--- src/rtl/core/timing_source_health_tracker_macros.svh ---
// Assertion macros for the timing source health tracker.
// Each macro expects clk and rst_n in scope.
`ifndef TIMING_SOURCE_HEALTH_TRACKER_MACROS_SVH
`define TIMING_SOURCE_HEALTH_TRACKER_MACROS_SVH

`ifndef SYNTHESIS

// Same-cycle implication.
`define TSHT_ASSERT_NOW(label, ante, cons) \
    label: assert property (@(posedge clk) disable iff (!rst_n) (ante) |-> (cons)) \
        else $error("tsht: same-cycle check failed");

// Next-cycle implication.
`define TSHT_ASSERT_NEXT(label, ante, cons) \
    label: assert property (@(posedge clk) disable iff (!rst_n) (ante) |=> (cons)) \
        else $error("tsht: next-cycle check failed");

`else

`define TSHT_ASSERT_NOW(label, ante, cons)
`define TSHT_ASSERT_NEXT(label, ante, cons)

`endif

`endif

--- src/rtl/core/tsht_pkg.sv ---
`default_nettype none

package tsht_pkg;

    typedef enum logic [2:0] {
        OP_CLEAR    = 3'd0,
        OP_START    = 3'd1,
        OP_ANNOUNCE = 3'd2,
        OP_SYNC     = 3'd3,
        OP_TICK     = 3'd4
    } op_t;

    localparam logic [1:0] PORT_EVENT   = 2'd0;
    localparam logic [1:0] PORT_GENERAL = 2'd1;

    localparam logic [7:0] NO_SOURCE_LOG = 8'h7F;
    localparam logic [2:0] ANNOUNCE_MAX  = 3'd5;
    localparam logic [3:0] SYNC_MAX      = 4'd10;
    localparam logic [2:0] ANNOUNCE_GOOD = 3'd3;
    localparam logic [3:0] SYNC_GOOD     = 4'd6;

    // Drain period 2^(log+2) is reachable by an 8-bit counter only up to log 5;
    // below log -2 the period clamps to one tick.
    localparam logic signed [7:0] DRAIN_LOG_MAX = 8'sd5;
    localparam logic signed [7:0] DRAIN_LOG_MIN = -8'sd2;

    typedef struct packed {
        logic [2:0] announce_count;
        logic [3:0] sync_count;
        logic [3:0] followup_count;
        logic [7:0] announce_log;
        logic [7:0] sync_log;
        logic [7:0] announce_ticks;
        logic [7:0] sync_ticks;
        logic       health_flag;
        logic       two_step_flag;
    } tsht_state_t;

    localparam tsht_state_t STATE_RESET = '{
        announce_count: 3'd0,
        sync_count:     4'd0,
        followup_count: 4'd0,
        announce_log:   NO_SOURCE_LOG,
        sync_log:       NO_SOURCE_LOG,
        announce_ticks: 8'd0,
        sync_ticks:     8'd0,
        health_flag:    1'b0,
        two_step_flag:  1'b0
    };

    typedef struct packed {
        logic [7:0] ticks;
        logic       fire;
    } drain_t;

    function automatic tsht_state_t check_health(input tsht_state_t st);
        tsht_state_t r;
        r = st;
        if (st.sync_count == 4'd0 || (st.two_step_flag && st.followup_count == 4'd0))
        begin
            r.health_flag = 1'b0;
        end
        else if (st.announce_count > ANNOUNCE_GOOD && st.sync_count > SYNC_GOOD &&
                 (!st.two_step_flag || st.followup_count > SYNC_GOOD))
        begin
            r.health_flag = 1'b1;
        end
        return r;
    endfunction

    function automatic tsht_state_t feed_announce(input tsht_state_t st,
                                                  input logic [7:0] log_raw);
        tsht_state_t r;
        r = st;
        r.announce_log = log_raw;
        if (st.announce_count < ANNOUNCE_MAX)
        begin
            r.announce_count = st.announce_count + 3'd1;
        end
        return check_health(r);
    endfunction

    // Advance a drain counter by one tick and report an elapsed period.
    function automatic drain_t drain_step(input logic [7:0] ticks,
                                          input logic [7:0] log_raw);
        logic signed [7:0] lg;
        logic [2:0]        e;
        logic [7:0]        inc;
        drain_t            r;
        lg      = signed'(log_raw);
        inc     = ticks + 8'd1;
        r.ticks = inc;
        r.fire  = 1'b0;
        if (lg <= DRAIN_LOG_MAX)
        begin
            e = (lg < DRAIN_LOG_MIN) ? 3'd0 : 3'(lg - DRAIN_LOG_MIN);
            if (inc >= (8'd1 << e))
            begin
                r.ticks = 8'd0;
                r.fire  = 1'b1;
            end
        end
        return r;
    endfunction

endpackage

`default_nettype wire

--- src/rtl/core/tsht_update.sv ---
`default_nettype none

module tsht_update
    import tsht_pkg::*;
(
    input  tsht_state_t cur,
    input  logic [2:0]  op,
    input  logic [7:0]  log_interval,
    input  logic        two_step_bit,
    input  logic [1:0]  port_kind,
    output tsht_state_t nxt
);

    drain_t ann_drain;
    drain_t syn_drain;

    assign ann_drain = drain_step(cur.announce_ticks, cur.announce_log);
    assign syn_drain = drain_step(cur.sync_ticks, cur.sync_log);

    always_comb
    begin
        nxt = cur;
        unique case (op_t'(op))
            OP_CLEAR:
            begin
                nxt = STATE_RESET;
            end
            OP_START:
            begin
                nxt = feed_announce(STATE_RESET, log_interval);
            end
            OP_ANNOUNCE:
            begin
                nxt = feed_announce(cur, log_interval);
            end
            OP_SYNC:
            begin
                nxt.sync_log = log_interval;
                case (port_kind)
                    PORT_EVENT:
                    begin
                        nxt.two_step_flag = two_step_bit;
                        if (cur.sync_count < SYNC_MAX)
                        begin
                            nxt.sync_count = cur.sync_count + 4'd1;
                        end
                    end
                    PORT_GENERAL:
                    begin
                        if (cur.followup_count < SYNC_MAX)
                        begin
                            nxt.followup_count = cur.followup_count + 4'd1;
                        end
                    end
                    default:
                    begin
                    end
                endcase
                nxt = check_health(nxt);
            end
            OP_TICK:
            begin
                // no source yet: hold everything
                if (cur.announce_log != NO_SOURCE_LOG)
                begin
                    nxt.announce_ticks = ann_drain.ticks;
                    nxt.sync_ticks     = syn_drain.ticks;
                    if (ann_drain.fire && cur.announce_count != 3'd0)
                    begin
                        nxt.announce_count = cur.announce_count - 3'd1;
                    end
                    if (syn_drain.fire)
                    begin
                        if (cur.sync_count != 4'd0)
                        begin
                            nxt.sync_count = cur.sync_count - 4'd1;
                        end
                        if (cur.followup_count != 4'd0)
                        begin
                            nxt.followup_count = cur.followup_count - 4'd1;
                        end
                    end
                    nxt = check_health(nxt);
                end
            end
            default:
            begin
                nxt = cur;
            end
        endcase
    end

endmodule

`default_nettype wire

--- src/rtl/core/timing_source_health_tracker.sv ---
// Path from input transfer to result transfer: input register, then result register.
// One event per cycle while out_stall is low; the state update is a read-modify-write.
// Each event yields exactly one result transfer, in order.
// Reset (rst_n low, asynchronous): counts and tick counters clear, logs go to the
// no-source marker, health and two-step flags clear, both stages empty.
`default_nettype none
`include "timing_source_health_tracker_macros.svh"

module timing_source_health_tracker
    import tsht_pkg::*;
(
    input  logic       clk,
    input  logic       rst_n,
    input  logic       in_valid,
    output logic       in_stall,
    input  logic [2:0] op,
    input  logic [7:0] log_interval,
    input  logic       two_step_bit,
    input  logic [1:0] port_kind,
    output logic       out_valid,
    input  logic       out_stall,
    output logic       healthy,
    output logic       valid_source,
    output logic [2:0] announce_level,
    output logic [3:0] sync_level,
    output logic [3:0] followup_level,
    output logic       two_step_mode
);

    logic        in_valid_reg;
    logic [2:0]  op_reg;
    logic [7:0]  log_reg;
    logic        two_step_reg;
    logic [1:0]  port_reg;

    tsht_state_t state_reg;
    tsht_state_t state_next;

    logic        out_valid_reg;
    logic        healthy_reg;
    logic        valid_source_reg;
    logic [2:0]  announce_level_reg;
    logic [3:0]  sync_level_reg;
    logic [3:0]  followup_level_reg;
    logic        two_step_mode_reg;

    logic        out_free;
    logic        advance;
    logic        in_take;
    logic        next_valid_source;

    assign out_free = !out_valid_reg || !out_stall;
    assign advance  = in_valid_reg && out_free;
    assign in_stall = in_valid_reg && !out_free;
    assign in_take  = in_valid && !in_stall;

    tsht_update u_update (
        .cur          (state_reg),
        .op           (op_reg),
        .log_interval (log_reg),
        .two_step_bit (two_step_reg),
        .port_kind    (port_reg),
        .nxt          (state_next)
    );

    assign next_valid_source = state_next.announce_log != NO_SOURCE_LOG;

    // Input stage: refill whenever the held event moves on or the stage is empty.
    always_ff @(posedge clk or negedge rst_n)
    begin
        if (!rst_n)
        begin
            in_valid_reg <= 1'b0;
        end
        else if (!in_stall)
        begin
            in_valid_reg <= in_valid;
        end
    end

    always_ff @(posedge clk)
    begin
        if (in_take)
        begin
            op_reg       <= op;
            log_reg      <= log_interval;
            two_step_reg <= two_step_bit;
            port_reg     <= port_kind;
        end
    end

    always_ff @(posedge clk or negedge rst_n)
    begin
        if (!rst_n)
        begin
            state_reg <= STATE_RESET;
        end
        else if (advance)
        begin
            state_reg <= state_next;
        end
    end

    always_ff @(posedge clk or negedge rst_n)
    begin
        if (!rst_n)
        begin
            out_valid_reg <= 1'b0;
        end
        else if (out_free)
        begin
            out_valid_reg <= in_valid_reg;
        end
    end

    always_ff @(posedge clk)
    begin
        if (advance)
        begin
            healthy_reg        <= state_next.health_flag && next_valid_source;
            valid_source_reg   <= next_valid_source;
            announce_level_reg <= state_next.announce_count;
            sync_level_reg     <= state_next.sync_count;
            followup_level_reg <= state_next.followup_count;
            two_step_mode_reg  <= state_next.two_step_flag;
        end
    end

    assign out_valid      = out_valid_reg;
    assign healthy        = healthy_reg;
    assign valid_source   = valid_source_reg;
    assign announce_level = announce_level_reg;
    assign sync_level     = sync_level_reg;
    assign followup_level = followup_level_reg;
    assign two_step_mode  = two_step_mode_reg;

    `TSHT_ASSERT_NOW(a_health_needs_sync, state_reg.health_flag, state_reg.sync_count != 4'd0)
    `TSHT_ASSERT_NOW(a_healthy_has_source, out_valid_reg && healthy_reg, valid_source_reg)
    `TSHT_ASSERT_NEXT(a_held_event_kept, in_valid_reg && !out_free, in_valid_reg)
    `TSHT_ASSERT_NOW(a_counts_saturate, 1'b1,
        state_reg.announce_count <= ANNOUNCE_MAX && state_reg.sync_count <= SYNC_MAX)

endmodule

`default_nettype wire

--- config.mk ---
export PLATFORM = sky130hd
export DESIGN_NAME = timing_source_health_tracker
export DESIGN_NICKNAME = d
export VERILOG_FILES = /design/src/rtl/core/tsht_pkg.sv /design/src/rtl/core/tsht_update.sv /design/src/rtl/core/timing_source_health_tracker.sv
export VERILOG_INCLUDE_DIRS = /design/src /design/src/rtl/core
export SDC_FILE = /design/constraint.sdc
export NUM_CORES = 1
export LEC_CHECK = 0
export ABC_AREA = 1
export BUFFER_PORTS_ARGS = -buffer_cell sky130_fd_sc_hd__buf_2
export CAP_MARGIN = 0
export CORE_UTILIZATION = 50
export CTS_BUF_LIST = sky130_fd_sc_hd__clkbuf_4
export DETAILED_ROUTE_END_ITERATION = 10
export GPL_ROUTABILITY_DRIVEN = 0
export PLACE_DENSITY_LB_ADDON = 0.1
export SLEW_MARGIN = 30
export SYNTH_ARGS = -nofsm -noshare
export SYNTH_HDL_FRONTEND = slang
export SYNTH_HIERARCHICAL = 1
export SYNTH_SLANG_ARGS = --single-unit
export TNS_END_PERCENT = 10
--- constraint.sdc ---
create_clock -name clk -period 3.2 [get_ports clk]
set_input_delay 0.32 -clock clk [delete_from_list [all_inputs] [get_ports clk]]
set_output_delay 0.32 -clock clk [all_outputs]
set_load 0.01 [all_outputs]
Word-level counts from Yosys, hierarchy flattened
Index checks and enable logic that the tools add are counted.

Output and inout port bits: 16. Bits in registers: 75. Word-level logic and storage cells: 136. Bits of input ports: 18.

Add/subtract/negate cells: 10. Reduce and logical (&&, ||, !) cells: 42. Shifts and indexed selects: 2. Eq/ne operators: 8. Mux-type cells: 32. Magnitude comparators: 18. Bitwise gates (word level): 3.

Operators by type and width (number): $pmux W45 S5 (1); $mux W45 (1); $mux W9 (4); $mux W4 (8); $gt A4 B3 Y1 const B (6); $logic_not A4 Y1 (6); $mux W8 (3); $mux W3 (7); $add A8 B1 Y8 const B (2); $ge A8 B8 Y1 (2); $le A8 B4 Y1 const B (2); $lt A8 B2 Y1 const B (2); $ne A8 B7 Y1 const B (2); $shl A1 B3 Y8 const A (2); $logic_and A1 B1 Y1 (14); $gt A3 B2 Y1 const B (3); $reduce_bool A3 Y1 (3); $add A4 B1 Y4 const B (2); $lt A4 B4 Y1 const B (2); $mux W1 (8); $reduce_bool A4 Y1 (2); $sub A4 B1 Y4 const B (2); $logic_or A1 B1 Y1 (7); $eq A3 B2 Y1 const B (2); 14 further kinds (22).

Logic depth before layout (Yosys ltp)
Gate-level depths: netlist of the first run.

Word-level depth: 19. Mapped depth: 27. Gate-level depth less buffers: 27.

Cells and area by module
The synthesis of the first run kept the hierarchy.

By module, submodules not included: timing_source_health_tracker (sequential area each 2034.5 sq um, area an instance 2700.1 sq um, times used 1, cells an instance 236); tsht_update (sequential area each 0.0 sq um, area an instance 2578.7 sq um, times used 1, cells an instance 482).

Worst setup path after synthesis of the first run
Ideal clock, no wire load.

Path kind: register -> register. Start point: register state_reg[20] (netlist bit). End point: register healthy_reg (netlist: healthy), data pin. Data arrival time: 2.635 ns. Stages on the path, launching flop included: 24. Buffers on the path: 1. Data required time: 2.940 ns. Path slack: 0.306 ns. Cell sequence: dfstp_2 > nand2_1 > nor3_1 > a31oi_1 > nor2_1 > inv_1 > nor2_1 > nand2_1 > ha_1 > a21oi_1 > nor2_1 > nor2_1 > nand2_2 > nand2_2 > buf_6 > nand2_1 > a21oi_1 > nand3_1 > nand2_1 > nor2_1 > nand2_1 > a21oi_2 > inv_1 > a21oi_1.

RTL lines: from (decl) (line timing_source_health_tracker.sv:36) `tsht_state_t state_reg;`; from (signal assigned) (line timing_source_health_tracker.sv:100) `state_reg <= state_next;`; to (signal assigned) (line timing_source_health_tracker.sv:120) `healthy_reg <= state_next.health_flag && next_valid_source;`; to (decl) (line timing_source_health_tracker.sv:40) `logic healthy_reg;`.

==> impl_metrics.toml, run 1 <==
[outcome]
status = "finished, final reports clean"

[grt]
first_global_vias = 4550
grt_overflow_total = 0
grt_pass1_wl_um = 21700
antenna_found_initial = 0
grt_max_degree = 58
globalRouteTotalUtil = 0.249

[drt]
m1WireLength_um = 6090
via_count = 4970
postRouteAntennaNets = 0
postRouteWirelength_um = 13300
drtPass1Iterations = 5
viasPerCell = 5.50
highest-signal-layer = "met4"
dr_wl_met2_um = 6180
drt_first_iter_violations = 316
post-route-drc-count = 0
wl_met3_um = 781
routed_length_per_instance_um = 14.7

[die]
core_area_um2 = 10300
dieWidth_um = 105
design.die.area_um2 = 11000
die_y_um = 105
rows = 37
design.portCount = 34
initial_util = 0.514

[synth]
ys_ff_latch = 75
syn-num-nets = 764
async_reset_ff_frac = 0.627
synthMostInstantiatedCell = "nand2_1"
synth.top_cell.area_share = 0.177
synthFlopType = "dfrtp_1"
yosysSeqAreaShare = 0.385
edff_count_synth = 28
synth.yosys.warnings = 6
synth.lib_cells_used.distinct = 43
netlist_instances = 718
post_synth_main_area_contributors = "nand2_1, edfxtp_1, dfrtp_1"
synth.largest_area_cell = "nand2_1"
mappedNetlistArea_um2 = 5280
synthesis.area_per_instance_um2 = 7.35
synth_top_cells_by_count = "nand2_1, inv_1, o21ai_0"

[clock_network]
clock_tree_from_tritoncts = "yes"
cts-root-buf = "clkbuf_4"
clock_tree.buffer_depth = 2
clkLatencyLatePin_ns = 0.45
clkSinkCount = 75
cts_inserted_buffers = 9
clk_pin_slew_ns = 0.13
cts.htree.levels = 3

[place]
placement.cell_area_um2 = 5580
portBuffers = 33
hpwlAfterDp_um = 9040

[power_and_ir_drop]
swShare = 0.483
total_switching_power_mw = 2.11
pwr-share-clk = 0.123
seqPwrFrac = 0.344
share_comb_of_total_power = 0.533
p_leak_nw = 2.85
power_density_nw_per_um2 = 744
cell_internal_pwr_mw = 2.26
vdd.ir_drop.worst_uv = 408

[min_path]
hold_class = "input pin to flip-flop"
worst_hold_path.endpoint = "op_reg[0]"
worstHoldPathCells = 1
min_from = "op[0]"

[worst_setup_path]
critical_path_class = "flip-flop to flip-flop"
r2r_slack_ns = 0.04
crit_path_max_fanout = 6
timing.critical_path.to_type = "flip-flop"
worstPathRequired_ns = 3.41
reg2reg_from = "state_reg[19]"
end_of_the_worst_register_to_register_path = "healthy"
reg2regPathDepth = 26
setup.worst_path.start_class = "flip-flop"
crit_arrival_ns = 3.36

[finish]
area_of_the_multi_input_gates_um2 = 2930
syn_to_final_growth_pct = 11.1
final_cell_area_um2 = 5870
utilization = 0.571
layout.filler_cells = 997
layout.nets = 809
diodes = 0
drive_above_1_share = 0.178
register_area_um2 = 2030
largest_reg_flops = 45

[run]
max_cap_violation_count = 0

[timing]
finalWorstPathRequiredPeriod_ns = 3.16
timing.fmax_mhz = 317
timing.setup.tns_ns = 0
hold_violations = 0
tightestPinTransition_ns = 0.631
fin_worst_hold_slack_ns = 0.0393
finalSetupViolCount = 0
report.final.slew_viol_count = 0
max-slew-margin-rel = 0.576
rsz0062_at_grt = "true"
period_share = 0.986
setup_skew_after_layout_ns = 0.0178
[metrics by stage]
stage | std cells | power, mW | setup WS (ns)
after floorplan | 718 | 3.02 | 0.306
after global placement | 883 | 3.47 | 0.130
after detailed placement | 883 | 3.53 | 0.0300
after CTS | 900 | 4.08 | 0.0286
after global routing | 904 | 4.74 | -0.335
final | 904 | 4.36 | 0.0449
[power groups by stage]
stage / Combinational [mW] / Clock [mW] / Sequential [mW]
2_1_floorplan: 1.54 / 0 / 1.48
3_3_place_gp: 1.96 / 0 / 1.51
3_5_place_dp: 2.01 / 0 / 1.51
4_1_cts: 2.04 / 0.552 / 1.50
5_1_grt: 2.61 / 0.588 / 1.54
6_report: 2.33 / 0.536 / 1.50
[what timing repair did]
action,4_1_cts,5_1_grt
gates cloned,0,1
hold buffers,1,0
pin swaps,0,15
endpoints found under the hold margin,33,0
gates resized for setup,1,40
endpoints found under the setup margin,1,38
buffers inserted,0,3
[cell usage in the layout (no fill, tap or decap), types with 2 or more instances in the layout]
master and instances:
nor3_1 7, o21ai_2 5, o22ai_1 4, o211ai_1 10
edfxtp_1 28, nand2_4 3, nor3_2 2, o221ai_2 2
buf_2 32, buf_4 16, clkbuf_4 11, inv_1 72
clkinv_1 4, nand3_1 32, dfrtp_1 33, nor2_1 40
a21oi_1 32, nand2_2 14, xor2_1 16, dfstp_2 14
nand3_2 8, o21ai_1 9, nand4_1 9, nor2_2 5
inv_2 9, a21boi_0 2, o21ai_0 51, a21oi_2 4
nand2_1 242, ha_1 28, a31oi_1 2, clkinv_2 2
o221ai_1 2
[final cells by class]
type | instances | share of cell area
clock buffer | 11 | 0.0141
multi-input combinational | 542 | 0.499
tap | 136 | 0.0290
sequential | 75 | 0.347
clock inverter | 5 | 0.00512
inverter | 85 | 0.0548
timing repair buffer | 50 | 0.0514
[layer usage]
metal  track usage  vias to the layer above
met1         0.352                     2323
met4         0.110                        0
met2         0.388                      162
met3        0.0268                       20
met5             0                        -
li1              -                     2465
[critical path, stage by stage, from the launching register on]
cell	delay (ns)
dfstp_2	0.60
nand2_2	0.07
nor3_2	0.11
a31oi_1	0.10
nor2_1	0.16
inv_1	0.08
nor2_2	0.10
nand2_1	0.07
ha_1	0.29
nand2_1	0.05
nor2_1	0.08
nor2_1	0.04
nand2_1	0.07
nand2_1	0.06
nand2_2	0.13
buf_6	0.16
nand3_4	0.07
nand2_4	0.10
inv_1	0.04
nor2_1	0.13
nand3_2	0.07
nand2_1	0.06
nor2_1	0.04
nand2_1	0.08
a21oi_2	0.06
inv_2	0.07
a21oi_1	0.04
[logic make-up (layout without fill, tap and decap cells)]
family / after synthesis / after routing / share of synthesized area
AO/OA/AOI/OAI: 131 / 131 / 0.145
AND/OR/NAND/NOR: 366 / 367 / 0.291
XOR/XNOR: 16 / 16 / 0.0265
adder cells (fa/ha/maj): 28 / 28 / 0.0664
flip-flops: 75 / 75 / 0.385
buffers and inverters: 102 / 151 / 0.0858
[worst max path at each step]
stage | start | cells after the start | slack [ns] | end
detailed placement | state_reg[19] | 24 | 0.03 | healthy
floorplan | state_reg[20] | 23 | 0.31 | healthy
CTS | state_reg[19] | 27 | 0.03 | healthy
global placement | state_reg[23] | 27 | 0.13 | healthy
global route | state_reg[19] | 26 | -0.34 | healthy
finish | state_reg[19] | 26 | 0.04 | healthy
No activity file was read; power rests on OpenSTA's default activity.
==> run 2, diff against run 1 <==
Settings changed: CORE_ASPECT_RATIO set to 0.6.
==> impl_metrics.toml, run 2 (same netlist as run 1, synthesis figures left out) <==
[timing]
postLayoutSetupSlackWorst_ns = -0.0196
max-slew-margin-rel = 0.578
rsz0062_at_grt = "true"
finalWorstPathRequiredPeriod_ns = 3.22
setup_skew_after_layout_ns = 0.0151
finalSetupViolCount = 1
report.final.slew_viol_count = 0
timing.fmax_mhz = 311
period_share = 1.01
tightestPinTransition_ns = 0.634
hold_violations = 0
timing.setup.tns_ns = -0.0196

[finish]
most-common-layout-cells = "nand2_1, inv_1, o21ai_0, nor2_1"
final_cell_area_um2 = 5970
utilization = 0.594
diodes = 0
layout.nets = 821
drive_above_1_share = 0.167
largest_reg_flops = 45
layout.filler_cells = 905
area_of_the_multi_input_gates_um2 = 2890
syn_to_final_growth_pct = 13.2
final_common_cell = "nand2_1"
finish.cell_count_without_fillers = 915
register_area_um2 = 2030

[drt]
postRouteAntennaNets = 0
viasPerCell = 5.56
post-route-drc-count = 0
routed_length_per_instance_um = 15.6
via_count = 5091
drtPass1Iterations = 6
drt_first_iter_violations = 613
postRouteWirelength_um = 14300

[place]
hpwlAfterDp_um = 9900
portBuffers = 33
placement.cell_area_um2 = 5600
placed_cells = 884

[grt]
first_global_vias = 4440
antenna_found_initial = 0
grt_max_degree = 58
globalRouteTotalUtil = 0.270
grt_pass1_wl_um = 22700
grt_overflow_total = 0

[worst_setup_path]
worstPathRequired_ns = 3.53
setup.worst_path.start_class = "flip-flop"
crit_slowest_cell = "dfstp_2"
timing.critical_path.to_type = "flip-flop"
crit_arrival_ns = 3.55
crit_path_max_fanout = 6
cpMostUsedCell = "nand2_1"
critical_path_class = "flip-flop to flip-flop"
r2r_slack_ns = -0.02
critPathMaxStageDelay_ns = 0.58

[clock_network]
cts-root-buf = "clkbuf_4"
clkSinkCount = 75
clock_tree_from_tritoncts = "yes"
clkLatencyLatePin_ns = 0.47
clk_pin_slew_ns = 0.15
cts.htree.levels = 3
cts_inserted_buffers = 9
clock_tree.buffer_depth = 2

[die]
die_y_um = 81.6
design.portCount = 34
initial_util = 0.525
dieWidth_um = 135
design.die.area_um2 = 11000
core_area_um2 = 10100
rows = 28

[power_and_ir_drop]
power_density_nw_per_um2 = 745
total_power_mw = 4.45
p_leak_nw = 2.90
vdd.ir_drop.worst_uv = 431

[min_path]
hold_class = "input pin to flip-flop"

[outcome]
status = "complete, but fails checks"
failing_checks = "negative setup slack"

[run]
max_cap_violation_count = 0
-- run 2: changes by cell type in the layout (fill, tap and decap cells not counted), moves of 3 or more --
cell           previous run  this run
inv_2                     9         5
dlygate4sd3_1             1        12
inv_1                    72        75
inv_6                     1         4
-- run 2: layout make-up --
cell class,instances,share of cell area
Tap cell,135,0.0283
Timing Repair Buffer,63,0.0714
Inverter,85,0.0543
Sequential cell,75,0.341
Multi-Input combinational cell,541,0.484
Clock inverter,7,0.0105
Clock buffer,9,0.0113
-- run 2: through the flow --
stage	hold slack [ns]	setup slack, ns
final	0.0243	-0.0196
after global routing	0.000631	-0.291
after CTS	0.000157	0.000602
after detailed placement	0.365	-0.0368
after global placement	0.459	0.0883
after floorplan	0.0244	0.306
-- run 2: worst max-delay path, delay by kind of cell, from the launching register on --
| kind | cells | cell delay, ns |
|---|---|---|
| flops | 1 | 0.58 |
| simple gates | 18 | 1.52 |
| buf+inv | 4 | 0.38 |
| fa+ha+maj | 1 | 0.28 |
| compound gates | 3 | 0.32 |
-- run 2: timing repair --
item | CTS | global route
buffers inserted | 1 | 2
hold buffers | 5 | 7
gates resized for setup | 2 | 28
pin swaps | 1 | 6
endpoints found under the hold margin | 37 | 7
gates cloned | 0 | 0
setup endpoints to repair | 2 | 33
-- run 2: report_power, final --
group | internal (mW) | switching [mW] | leakage (nW)
clock network | 0.180 | 0.409 | 0.0755
registers | 1.27 | 0.239 | 0.866
logic | 0.784 | 1.56 | 1.96
total | 2.24 | 2.21 | 2.90
-- run 2: path summary, 6_finish.rpt --
path	from	end	cells past startpoint
worst max-delay path	state_reg[22]	healthy	26
min in group asynchronous	rst_n	state_reg[41]	2
worst min-delay path	op[1]	op_reg[1]	1
worst max register to register	state_reg[22]	healthy	26
max in group asynchronous	rst_n	state_reg[24]	3
worst min register to register	state_reg[30]	state_reg[30]	2
-- run 2: metal layers --
metal | wire length [um] | global-route usage | up-vias
li1 | - | - | 2481
met1 | 7120 | 0.414 | 2341
met5 | 0 | 0 | -
met4 | 183 | 0.0764 | 0
met2 | 5700 | 0.372 | 248
met3 | 1270 | 0.0636 | 21
